## config.mk

```make
export PLATFORM = sky130hd
export DESIGN_NAME = lzwc_hash
export DESIGN_NICKNAME = d
export VERILOG_FILES = /design/src/hdl/lzwc_pkg.sv /design/src/hdl/lzwc_hash.sv
export SDC_FILE = /design/constraint.sdc
export NUM_CORES = 1
export LEC_CHECK = 0
export ABC_AREA = 1
export BUFFER_PORTS_ARGS = -buffer_cell sky130_fd_sc_hd__buf_2
export CAP_MARGIN = 20
export CORE_UTILIZATION = 40
export DETAILED_ROUTE_END_ITERATION = 10
export PLACE_DENSITY = 0.68
export SLEW_MARGIN = 20
export SYNTH_ARGS = -nofsm -noshare
export SYNTH_HDL_FRONTEND = slang
export SYNTH_SLANG_ARGS = --single-unit
```

## constraint.sdc

```tcl
create_clock -name clk -period 5.8 [get_ports clk]
set_input_delay 0.29 -clock clk [delete_from_list [all_inputs] [get_ports clk]]
set_output_delay 0.29 -clock clk [all_outputs]
set_load 0.02 [all_outputs]
```

## src/hdl/lzwc_pkg.sv

```systemverilog
// Types and constants shared by the LZW .Z compressor.
`timescale 1ns / 1ps
package lzwc_pkg;
	localparam int MAX_WIDTH_LIMIT = 16;
	localparam int MIN_WIDTH = 9;
	localparam int SLOT_BITS = 17;
	localparam logic [SLOT_BITS-1:0] SLOT_LAST = '1;
	localparam logic [7:0] HDR_MAGIC0 = 8'h1f;
	localparam logic [7:0] HDR_MAGIC1 = 8'h9d;
	localparam logic [7:0] HDR_BLOCK_FLAG = 8'h80;
	localparam logic [16:0] FIRST_FREE = 17'd257;
	localparam logic [4:0] CFG_RESET = 5'd14;
	localparam logic [31:0] HASH_MULT = 32'h9e3779b1;

	typedef struct packed {
		logic [7:0] data_byte;
		logic       final_byte;
	} raw_t;

	typedef struct packed {
		logic [7:0] packed_byte;
		logic       run_last;
		logic       stream_done;
	} zout_t;

	typedef struct packed {
		logic        valid;
		logic [15:0] prefix;
		logic [7:0]  sym;
		logic [15:0] code;
	} slot_t;

	typedef enum logic [3:0] {
		ST_CLEAR, ST_IDLE, ST_HDR, ST_HASH, ST_ADDR, ST_PROBE, ST_MISS,
		ST_PAD, ST_CODE, ST_FIN, ST_SPILL, ST_FLUSH, ST_DRAIN
	} st_t;
endpackage

```

## src/hdl/lzwc_hash.sv

```systemverilog
// Slot hash of prefix code and byte, registered after the multiply.
`timescale 1ns / 1ps
module lzwc_hash (
	input  logic                         clk,
	input  logic [15:0]                  prefix,
	input  logic [7:0]                   sym,
	output logic [lzwc_pkg::SLOT_BITS-1:0] slot
);
	import lzwc_pkg::*;

	logic [31:0] key;
	logic [31:0] prod_s1;
	logic [31:0] mix;

	assign key = {8'd0, prefix, sym} ^ ({8'd0, prefix, sym} >> 11);

	always_ff @(posedge clk) begin
		prod_s1 <= key * HASH_MULT;
	end

	assign mix = prod_s1 ^ (prod_s1 >> 15);
	assign slot = mix[SLOT_BITS-1:0];
endmodule

```

==> flow_summary.ini, run 1 <==
[grt]
grt_pass1_vias = 7109
grt_max_degree = 11
grt_pass1_wl_mm = 37.5
grt_util_all_layers_pct = 21.3
antenna_found_initial = 0
overflow = 0

[synthesis]
ys_top_cells_by_area = fa_1 40%, ha_1 20%, inv_1 13%
synthFlopType = dfxtp_1
synth-edff-count = 0
synth_common_cells = 323 x inv_1, 181 x fa_1, 143 x ha_1
yosys.area.top_type = fa_1
yosysMostFrequentCell = inv_1
syn_avg_cell_area_um2 = 9.16
synth.cell_area_um2 = 9000
ys_seq_elements = 32
seq_area_frac_synth_pct = 7.12
synth_cell_types = 33
syn-num-nets = 1332
synth-async-reset-ratio_pct = 0
yosysWarnings = 0
syn_inst = 983
synth_top_area_share_pct = 40.3

[detailed_routing]
totalWireLength_mm = 24.4
num_vias = 6798
wl_per_cell_um = 16.8
first_iter_violations = 361
first_pass_iters = 8
drc = 1
via_per_inst = 4.69
ant_nets = 0

[setup_path]
critical_path_class = input port to register
cp_slowest_stage_delay_ns = 0.58
cpMostUsedCell = fa_1
worstSetupStartpointType = input port
required_ns = 5.97
crit_family = adder cells
crit_slowest_cell = fa_1
crit_path_max_fanout = 4
crit_buf_inv = 8
arrival_ns = 5.78
end_kind = register
crit_start = prefix[8]

[clock_network]
clockBufferDepth = 2
cts_hold_buf = 0
cts_buffers = 5
path_clk_slew_ns = 0.05
htreeDepth = 2
clock-sinks = 32
root_buffer = clkbuf_16
tritoncts = done

[hold_path]
whs_path_depth = 3
hold_start = sym[2]
whs_endpoint = prod_s1[2]
hold_class = input port to register

[die]
pin_count = 42
dieHeight_um = 152
dieArea_um2 = 23100
core-area_um2 = 22000
rows = 54
start_util_pct = 41.0
die_w_um = 152

[timing]
drv_slew = 0
max_slew_margin_pct = 72.8
post-route-period-util_pct = 96.7
fin_setup_tns_ns = 0
setup_violations = 0
max_freq_mhz = 178
worst_slew_pin_slew_ns = 0.406
post-route-min-period_ns = 5.61
hold_viol = 0

[layout]
n_antenna_cell = 0
fin_util_pct = 50.7
syn2layout_area_growth_pct = 23.7
fillerInstances = 1961
final_cell_area_um2 = 11100
largestRegisters = prod_s1: 32 flops
drive_gt1_share_pct = 24.5
fin_nets = 1519
largest_register_ffs = 32
largest-register = prod_s1

[outcome]
status = finished with violations
violations = DRC

[placement]
dpl-instance-area_um2 = 10600
numPortBuffers = 41
gp_congestion = 0.977
dpl.hpwl_mm = 22.4

[run]
maxCapViolCount = 0
-- cells by family (layout without fill, tap and decap cells) --
logic type,after synthesis,after routing,synth area share [%]
xor+xnor,58,58,5.73
flops,32,32,7.12
compound gates,64,64,4.20
buf+inv,328,516,13.7
simple gates,177,177,9.16
fa+ha+maj,324,324,60.1
-- area by class of cell --
class	instances	area [µm²]	share of cell area, %
tap	280	350	3.15
clock buffer	6	129	1.16
clock inverter	2	35.0	0.315
multi-input combinational	623	7500	67.3
timing repair buffer	180	1250	11.2
sequential	32	641	5.75
inverter	328	1230	11.1
-- cell usage in the layout (no fill, tap or decap), drive strengths merged, types with 24 or more instances in the layout --
cell type,count
inv,328
fa,181
nand3,29
dfxtp,32
nand2,114
nor2,24
a21oi,31
ha,143
buf,179
xor2,37
-- per-stage QoR --
| stage | setup slack [ns] | hold WS, ns | instances |
|---|---|---|---|
| floorplan | 0.139 | 0.463 | 983 |
| detailed placement | -0.336 | 0.707 | 1439 |
| finish | 0.190 | 0.414 | 1451 |
| CTS | -0.0198 | 0.419 | 1447 |
| global route | -0.0241 | 0.434 | 1451 |
| global placement | -0.312 | 0.708 | 1439 |
-- layer usage --
metal	share of wire, %	track usage, %	up-vias
met5	0	0	-
met4	3.3	6.32	0
met3	4.7	1.97	43
met2	48	36.9	173
met1	44	28.3	3330
li1	-	-	3252
-- how the worst max path moves through the flow --
stage / end / slack, ns / depth (start not counted)
after floorplan: prod_s1[31] / 0.14 / 23
after global placement: prod_s1[30] / -0.31 / 23
after detailed placement: prod_s1[25] / -0.34 / 25
after CTS: prod_s1[25] / -0.02 / 24
after global routing: prod_s1[22] / -0.02 / 22
final: prod_s1[27] / 0.19 / 25
-- repair_timing --
action	in CTS	in global routing
endpoints found under the setup margin	2	15
gates resized for setup	1	73
hold endpoints to repair	0	0
pin swaps	0	26
setup buffers	0	4
Power of run 1 is left out: the tool's default activity adds up to more than one toggle a clock period on the data nets, which glitch-free logic cannot reach.
==> inputs of run 2 (changes only) <==
--- a/config.mk
+++ b/config.mk
@@ -8,9 +8,12 @@
 export ABC_AREA = 1
 export BUFFER_PORTS_ARGS = -buffer_cell sky130_fd_sc_hd__buf_2
 export CAP_MARGIN = 20
-export CORE_UTILIZATION = 40
+export CELL_PAD_IN_SITES_DETAIL_PLACEMENT = 1
+export CELL_PAD_IN_SITES_GLOBAL_PLACEMENT = 2
+export CORE_ASPECT_RATIO = 0.5
+export CORE_UTILIZATION = 37
 export DETAILED_ROUTE_END_ITERATION = 10
-export PLACE_DENSITY = 0.68
+export PLACE_DENSITY = 0.89
 export SLEW_MARGIN = 20
 export SYNTH_ARGS = -nofsm -noshare
 export SYNTH_HDL_FRONTEND = slang
==> run 2 against run 1 <==
Compared with the run above: the run now ends clean; cell area is essentially flat; critical path type unchanged; routed wire length grew 24%; hold slack gained 0.066 ns; maximum frequency shrank 2.1%; global-route usage grew 3.4 points; flip-flop and latch count is the same; count of clock-buffer cells in the layout is the same; first-iteration DRC count shrank 4.7%; via count grew 4.1%; critical path depth shrank 2.
==> flow_summary.ini, run 2 (synthesized netlist as in run 1, its figures left out) <==
[placement]
place_worst_setup_slack_ns = -0.484
numPortBuffers = 41
placed_cells = 1456
gp_congestion = 0.989
dpl.hpwl_mm = 27.4

[die]
die_w_um = 223
dieHeight_um = 112
pin_count = 42
dieArea_um2 = 25000
rows = 39
core-area_um2 = 23300
start_util_pct = 38.6

[detailed_routing]
drc = 0
totalWireLength_mm = 30.1
via_per_inst = 4.83
num_vias = 7080
wl_per_cell_um = 20.5
first_pass_iters = 4
ant_nets = 0
first_iter_violations = 344

[hold_path]
whs_path_depth = 3
hold_start = sym[3]
hold_class = input port to register
whs_endpoint = prod_s1[3]

[clock_network]
path_clk_slew_ns = 0.05
clock-sinks = 32
htreeDepth = 2
root_buffer = clkbuf_16
cts_buffers = 5
clockBufferDepth = 2
tritoncts = done

[setup_path]
critical_path_class = input port to register
required_ns = 5.97
crit_cells = 23
crit_path_max_fanout = 4
crit_family = adder cells
crit_buf_inv = 6
cp_slowest_stage_delay_ns = 0.59
arrival_ns = 5.90
worstSetupStartpointType = input port
crit_slowest_cell = fa_2
end_kind = register
cp_cell_sequence = buf_2, xor2_1, buf_4, inv_2, fa_2, fa_2, inv_1, fa_1, fa_1, fa_2, fa_1, inv_1, fa_1, inv_2, ha_4, a21oi_1, o21ai_0, o21bai_2, a21o_1, nand2_1, nand2_1, nand2_1, nand2_1

[timing]
drv_slew = 0
layout_setup_ws_ns = 0.0690
worst_slew_pin_slew_ns = 0.431
max_slew_margin_pct = 71.0
post-route-period-util_pct = 98.8
post-route-min-period_ns = 5.73
holdWs_ns = 0.480
max_freq_mhz = 174
rsz0062_at_grt = true
hold_viol = 0
setup_violations = 0

[outcome]
status = finished clean

[layout]
syn2layout_area_growth_pct = 23.7
largest-register = prod_s1
layout_commonest_cell = inv_1
fin_nets = 1508
n_antenna_cell = 0
largestRegisters = prod_s1: 32 flops
finalNonFillerCells = 1467
largest_register_ffs = 32
layout_common_cells = 317 x inv_1, 170 x fa_1, 126 x buf_4
drive_gt1_share_pct = 23.9

[grt]
grt_util_all_layers_pct = 24.8
antenna_found_initial = 0
grt_pass1_wl_mm = 46.2
grt_pass1_vias = 8175
grt_max_degree = 11
overflow = 0

[run]
maxCapViolCount = 0
run 2: routing by layer:
metal  wire length (µm)  part of all wire [%]  global-route usage (%)  vias to the layer above
met3               1320                   4.4                    1.39                       45
met2              14000                    47                    42.2                      171
met1              13900                    46                    34.9                     3623
met5                  0                     0                       0                        -
li1                   -                     -                       -                     3241
met4                885                   2.9                    5.24                        0
run 2: area by class of cell:
cell class / instances / area [µm²]
clock buffers: 6 / 129
flip-flops and latches: 32 / 641
repair buffers: 169 / 1180
fillers: 2728 / 12200
multi-input cells: 623 / 7540
inverters: 328 / 1230
clock inverters: 2 / 35.0
well taps: 307 / 384
run 2: worst max path at each step:
stage                             end  slack, ns  startpoint
after floorplan           prod_s1[31]       0.14      sym[2]
after global placement    prod_s1[27]      -0.38   prefix[6]
after detailed placement  prod_s1[30]      -0.48   prefix[6]
after CTS                 prod_s1[29]      0.005   prefix[4]
after global routing      prod_s1[27]      -0.07   prefix[8]
final                     prod_s1[24]       0.07      sym[7]
run 2: what timing repair did:
action / in CTS / in global routing
gates resized for setup: 14 / 61
buffers inserted: 1 / 2
endpoints found under the setup margin: 11 / 15
cloned: 0 / 0
pin swaps: 2 / 35
hold buffers: 0 / 0
run 2: stage by stage:
stage          TNS [ns]  cell area, µm²  util, %
6_report              0           11100     47.7
3_3_place_gp      -3.57           10500     45.2
3_5_place_dp      -4.99           10500     45.2
2_1_floorplan         0            9010        -
4_1_cts               0           10800     46.2
5_1_grt          -0.436           11100     47.7
Power of run 2 is left out for the same reason.
==> inputs of run 3 (changes only) <==
--- a/config.mk
+++ b/config.mk
@@ -9,11 +9,11 @@
 export BUFFER_PORTS_ARGS = -buffer_cell sky130_fd_sc_hd__buf_2
 export CAP_MARGIN = 20
 export CELL_PAD_IN_SITES_DETAIL_PLACEMENT = 1
-export CELL_PAD_IN_SITES_GLOBAL_PLACEMENT = 2
+export CELL_PAD_IN_SITES_GLOBAL_PLACEMENT = 1
 export CORE_ASPECT_RATIO = 0.5
-export CORE_UTILIZATION = 37
+export CORE_UTILIZATION = 40
 export DETAILED_ROUTE_END_ITERATION = 10
-export PLACE_DENSITY = 0.89
+export PLACE_DENSITY = 0.79
 export SLEW_MARGIN = 20
 export SYNTH_ARGS = -nofsm -noshare
 export SYNTH_HDL_FRONTEND = slang
==> constraint.sdc (replaced) <==
create_clock -name clk -period 7.4 [get_ports clk]
set_input_delay 0.37 -clock clk [delete_from_list [all_inputs] [get_ports clk]]
set_output_delay 0.37 -clock clk [all_outputs]
set_load 0.02 [all_outputs]
==> run 3 against run 2 <==
Compared with the run above: hold slack worse by 0.0043 ns; flip-flop and latch count unchanged; final cell count fell by 8.9%.
==> flow_summary.ini, run 3 (synthesized netlist as in run 1, its figures left out) <==
[outcome]
status = finished clean

[detailed_routing]
first_pass_iters = 5
ant_nets = 0
num_vias = 6579
highest_layer = met4
first_iter_violations = 339
totalWireLength_mm = 27.1
dr_wl_met2_mm = 12.9
wl_per_cell_um = 20.3
wl_met3_mm = 1.70
drc = 0
via_per_inst = 4.92
route.layer.met1.wl_mm = 12.0

[clock_network]
clock-sinks = 32
htreeDepth = 2
tritoncts = done
cts_buffers = 5
clockBufferDepth = 2
path_clk_slew_ns = 0.05
cts_setup_buffers = 0
cts_resized = 0
cts_hold_buf = 0
root_buffer = clkbuf_16

[setup_path]
crit_path_max_fanout = 8
crit_start = prefix[6]
crit_buf_inv = 5
cp_slowest_stage_delay_ns = 0.71
arrival_ns = 6.85
worstSetupStartpointType = input port
end_kind = register
critical_path_class = input port to register
crit_family = adder cells
cpMostUsedCell = fa_1
crit_slowest_cell = xor2_1
required_ns = 7.56
cp_cell_sequence = buf_2, xor2_1, ha_1, inv_1, fa_1, fa_1, inv_1, fa_1, fa_1, fa_1, inv_1, fa_1, inv_1, ha_1, nand2_1, o21ai_0, nor2_1, o21ai_1, nand2_1, nand2_1, xor2_1

[timing]
post-route-min-period_ns = 6.69
fin_setup_tns_ns = 0
setup_violations = 0
hold_viol = 0
worst_slew_pin_slew_ns = 0.844
max_slew_margin_pct = 43.5
max_freq_mhz = 150
rsz0062_at_grt = false
post-route-period-util_pct = 90.4
drv_slew = 0

[placement]
gp_congestion = 0.990
dpl.hpwl_mm = 24.9
numPortBuffers = 41

[die]
dieArea_um2 = 23100
die_w_um = 214
start_util_pct = 41.2
dieHeight_um = 108
pin_count = 42
core-area_um2 = 21900
rows = 38

[layout]
largest-register = prod_s1
syn2layout_area_growth_pct = 8.81
multi_input_area_um2 = 7130
fillerInstances = 2615
largest_register_ffs = 32
largestRegisters = prod_s1: 32 flops
n_antenna_cell = 0
fin_nets = 1384
drive_gt1_share_pct = 8.98
layout_commonest_cell = inv_1
seq_area_um2 = 641
layout_common_cells = 323 x inv_1, 181 x fa_1, 143 x ha_1

[grt]
grt_pass1_vias = 7628
antenna_found_initial = 0
grt_util_all_layers_pct = 24.7
grt_max_degree = 11
grt_pass1_wl_mm = 42.7
overflow = 0

[run]
maxCapViolCount = 0

[hold_path]
hold_class = input port to register
hold_start = sym[2]
run 3: cell types whose count changed in the layout (fill, tap and decap cells not counted), sizes merged:
cell	previous run	this run
buf	168	45
clkinv	1	0
run 3: worst paths after layout:
path          end  cells after the start
max   prod_s1[23]                     21
min    prod_s1[2]                      3
run 3: cell type report:
cell class	instances	share of cell area (%)
Timing Repair Buffer	45	2.40
Multi-Input combinational cell	623	72.8
Clock inverter	1	0.307
Inverter	328	12.6
Clock buffer	7	1.56
Sequential cell	32	6.54
Tap cell	300	3.83
run 3: routing by layer:
metal | global-route usage [%] | up-vias
met3 | 5.71 | 34
met5 | 0 | -
li1 | - | 2980
met2 | 43.6 | 162
met4 | 5.61 | 0
met1 | 31.1 | 3403
run 3: through the flow:
stage	cells	instance area [µm²]	util, %	setup slack [ns]	hold slack [ns]
2_1_floorplan	983	9000	-	1.51	0.580
3_3_place_gp	1328	9610	44.0	0.669	0.757
3_5_place_dp	1328	9610	44.0	0.560	0.761
4_1_cts	1336	9800	44.8	0.765	0.475
5_1_grt	1336	9800	44.8	0.472	0.497
6_report	1336	9800	44.8	0.712	0.476
Power of run 3 is left out for the same reason.
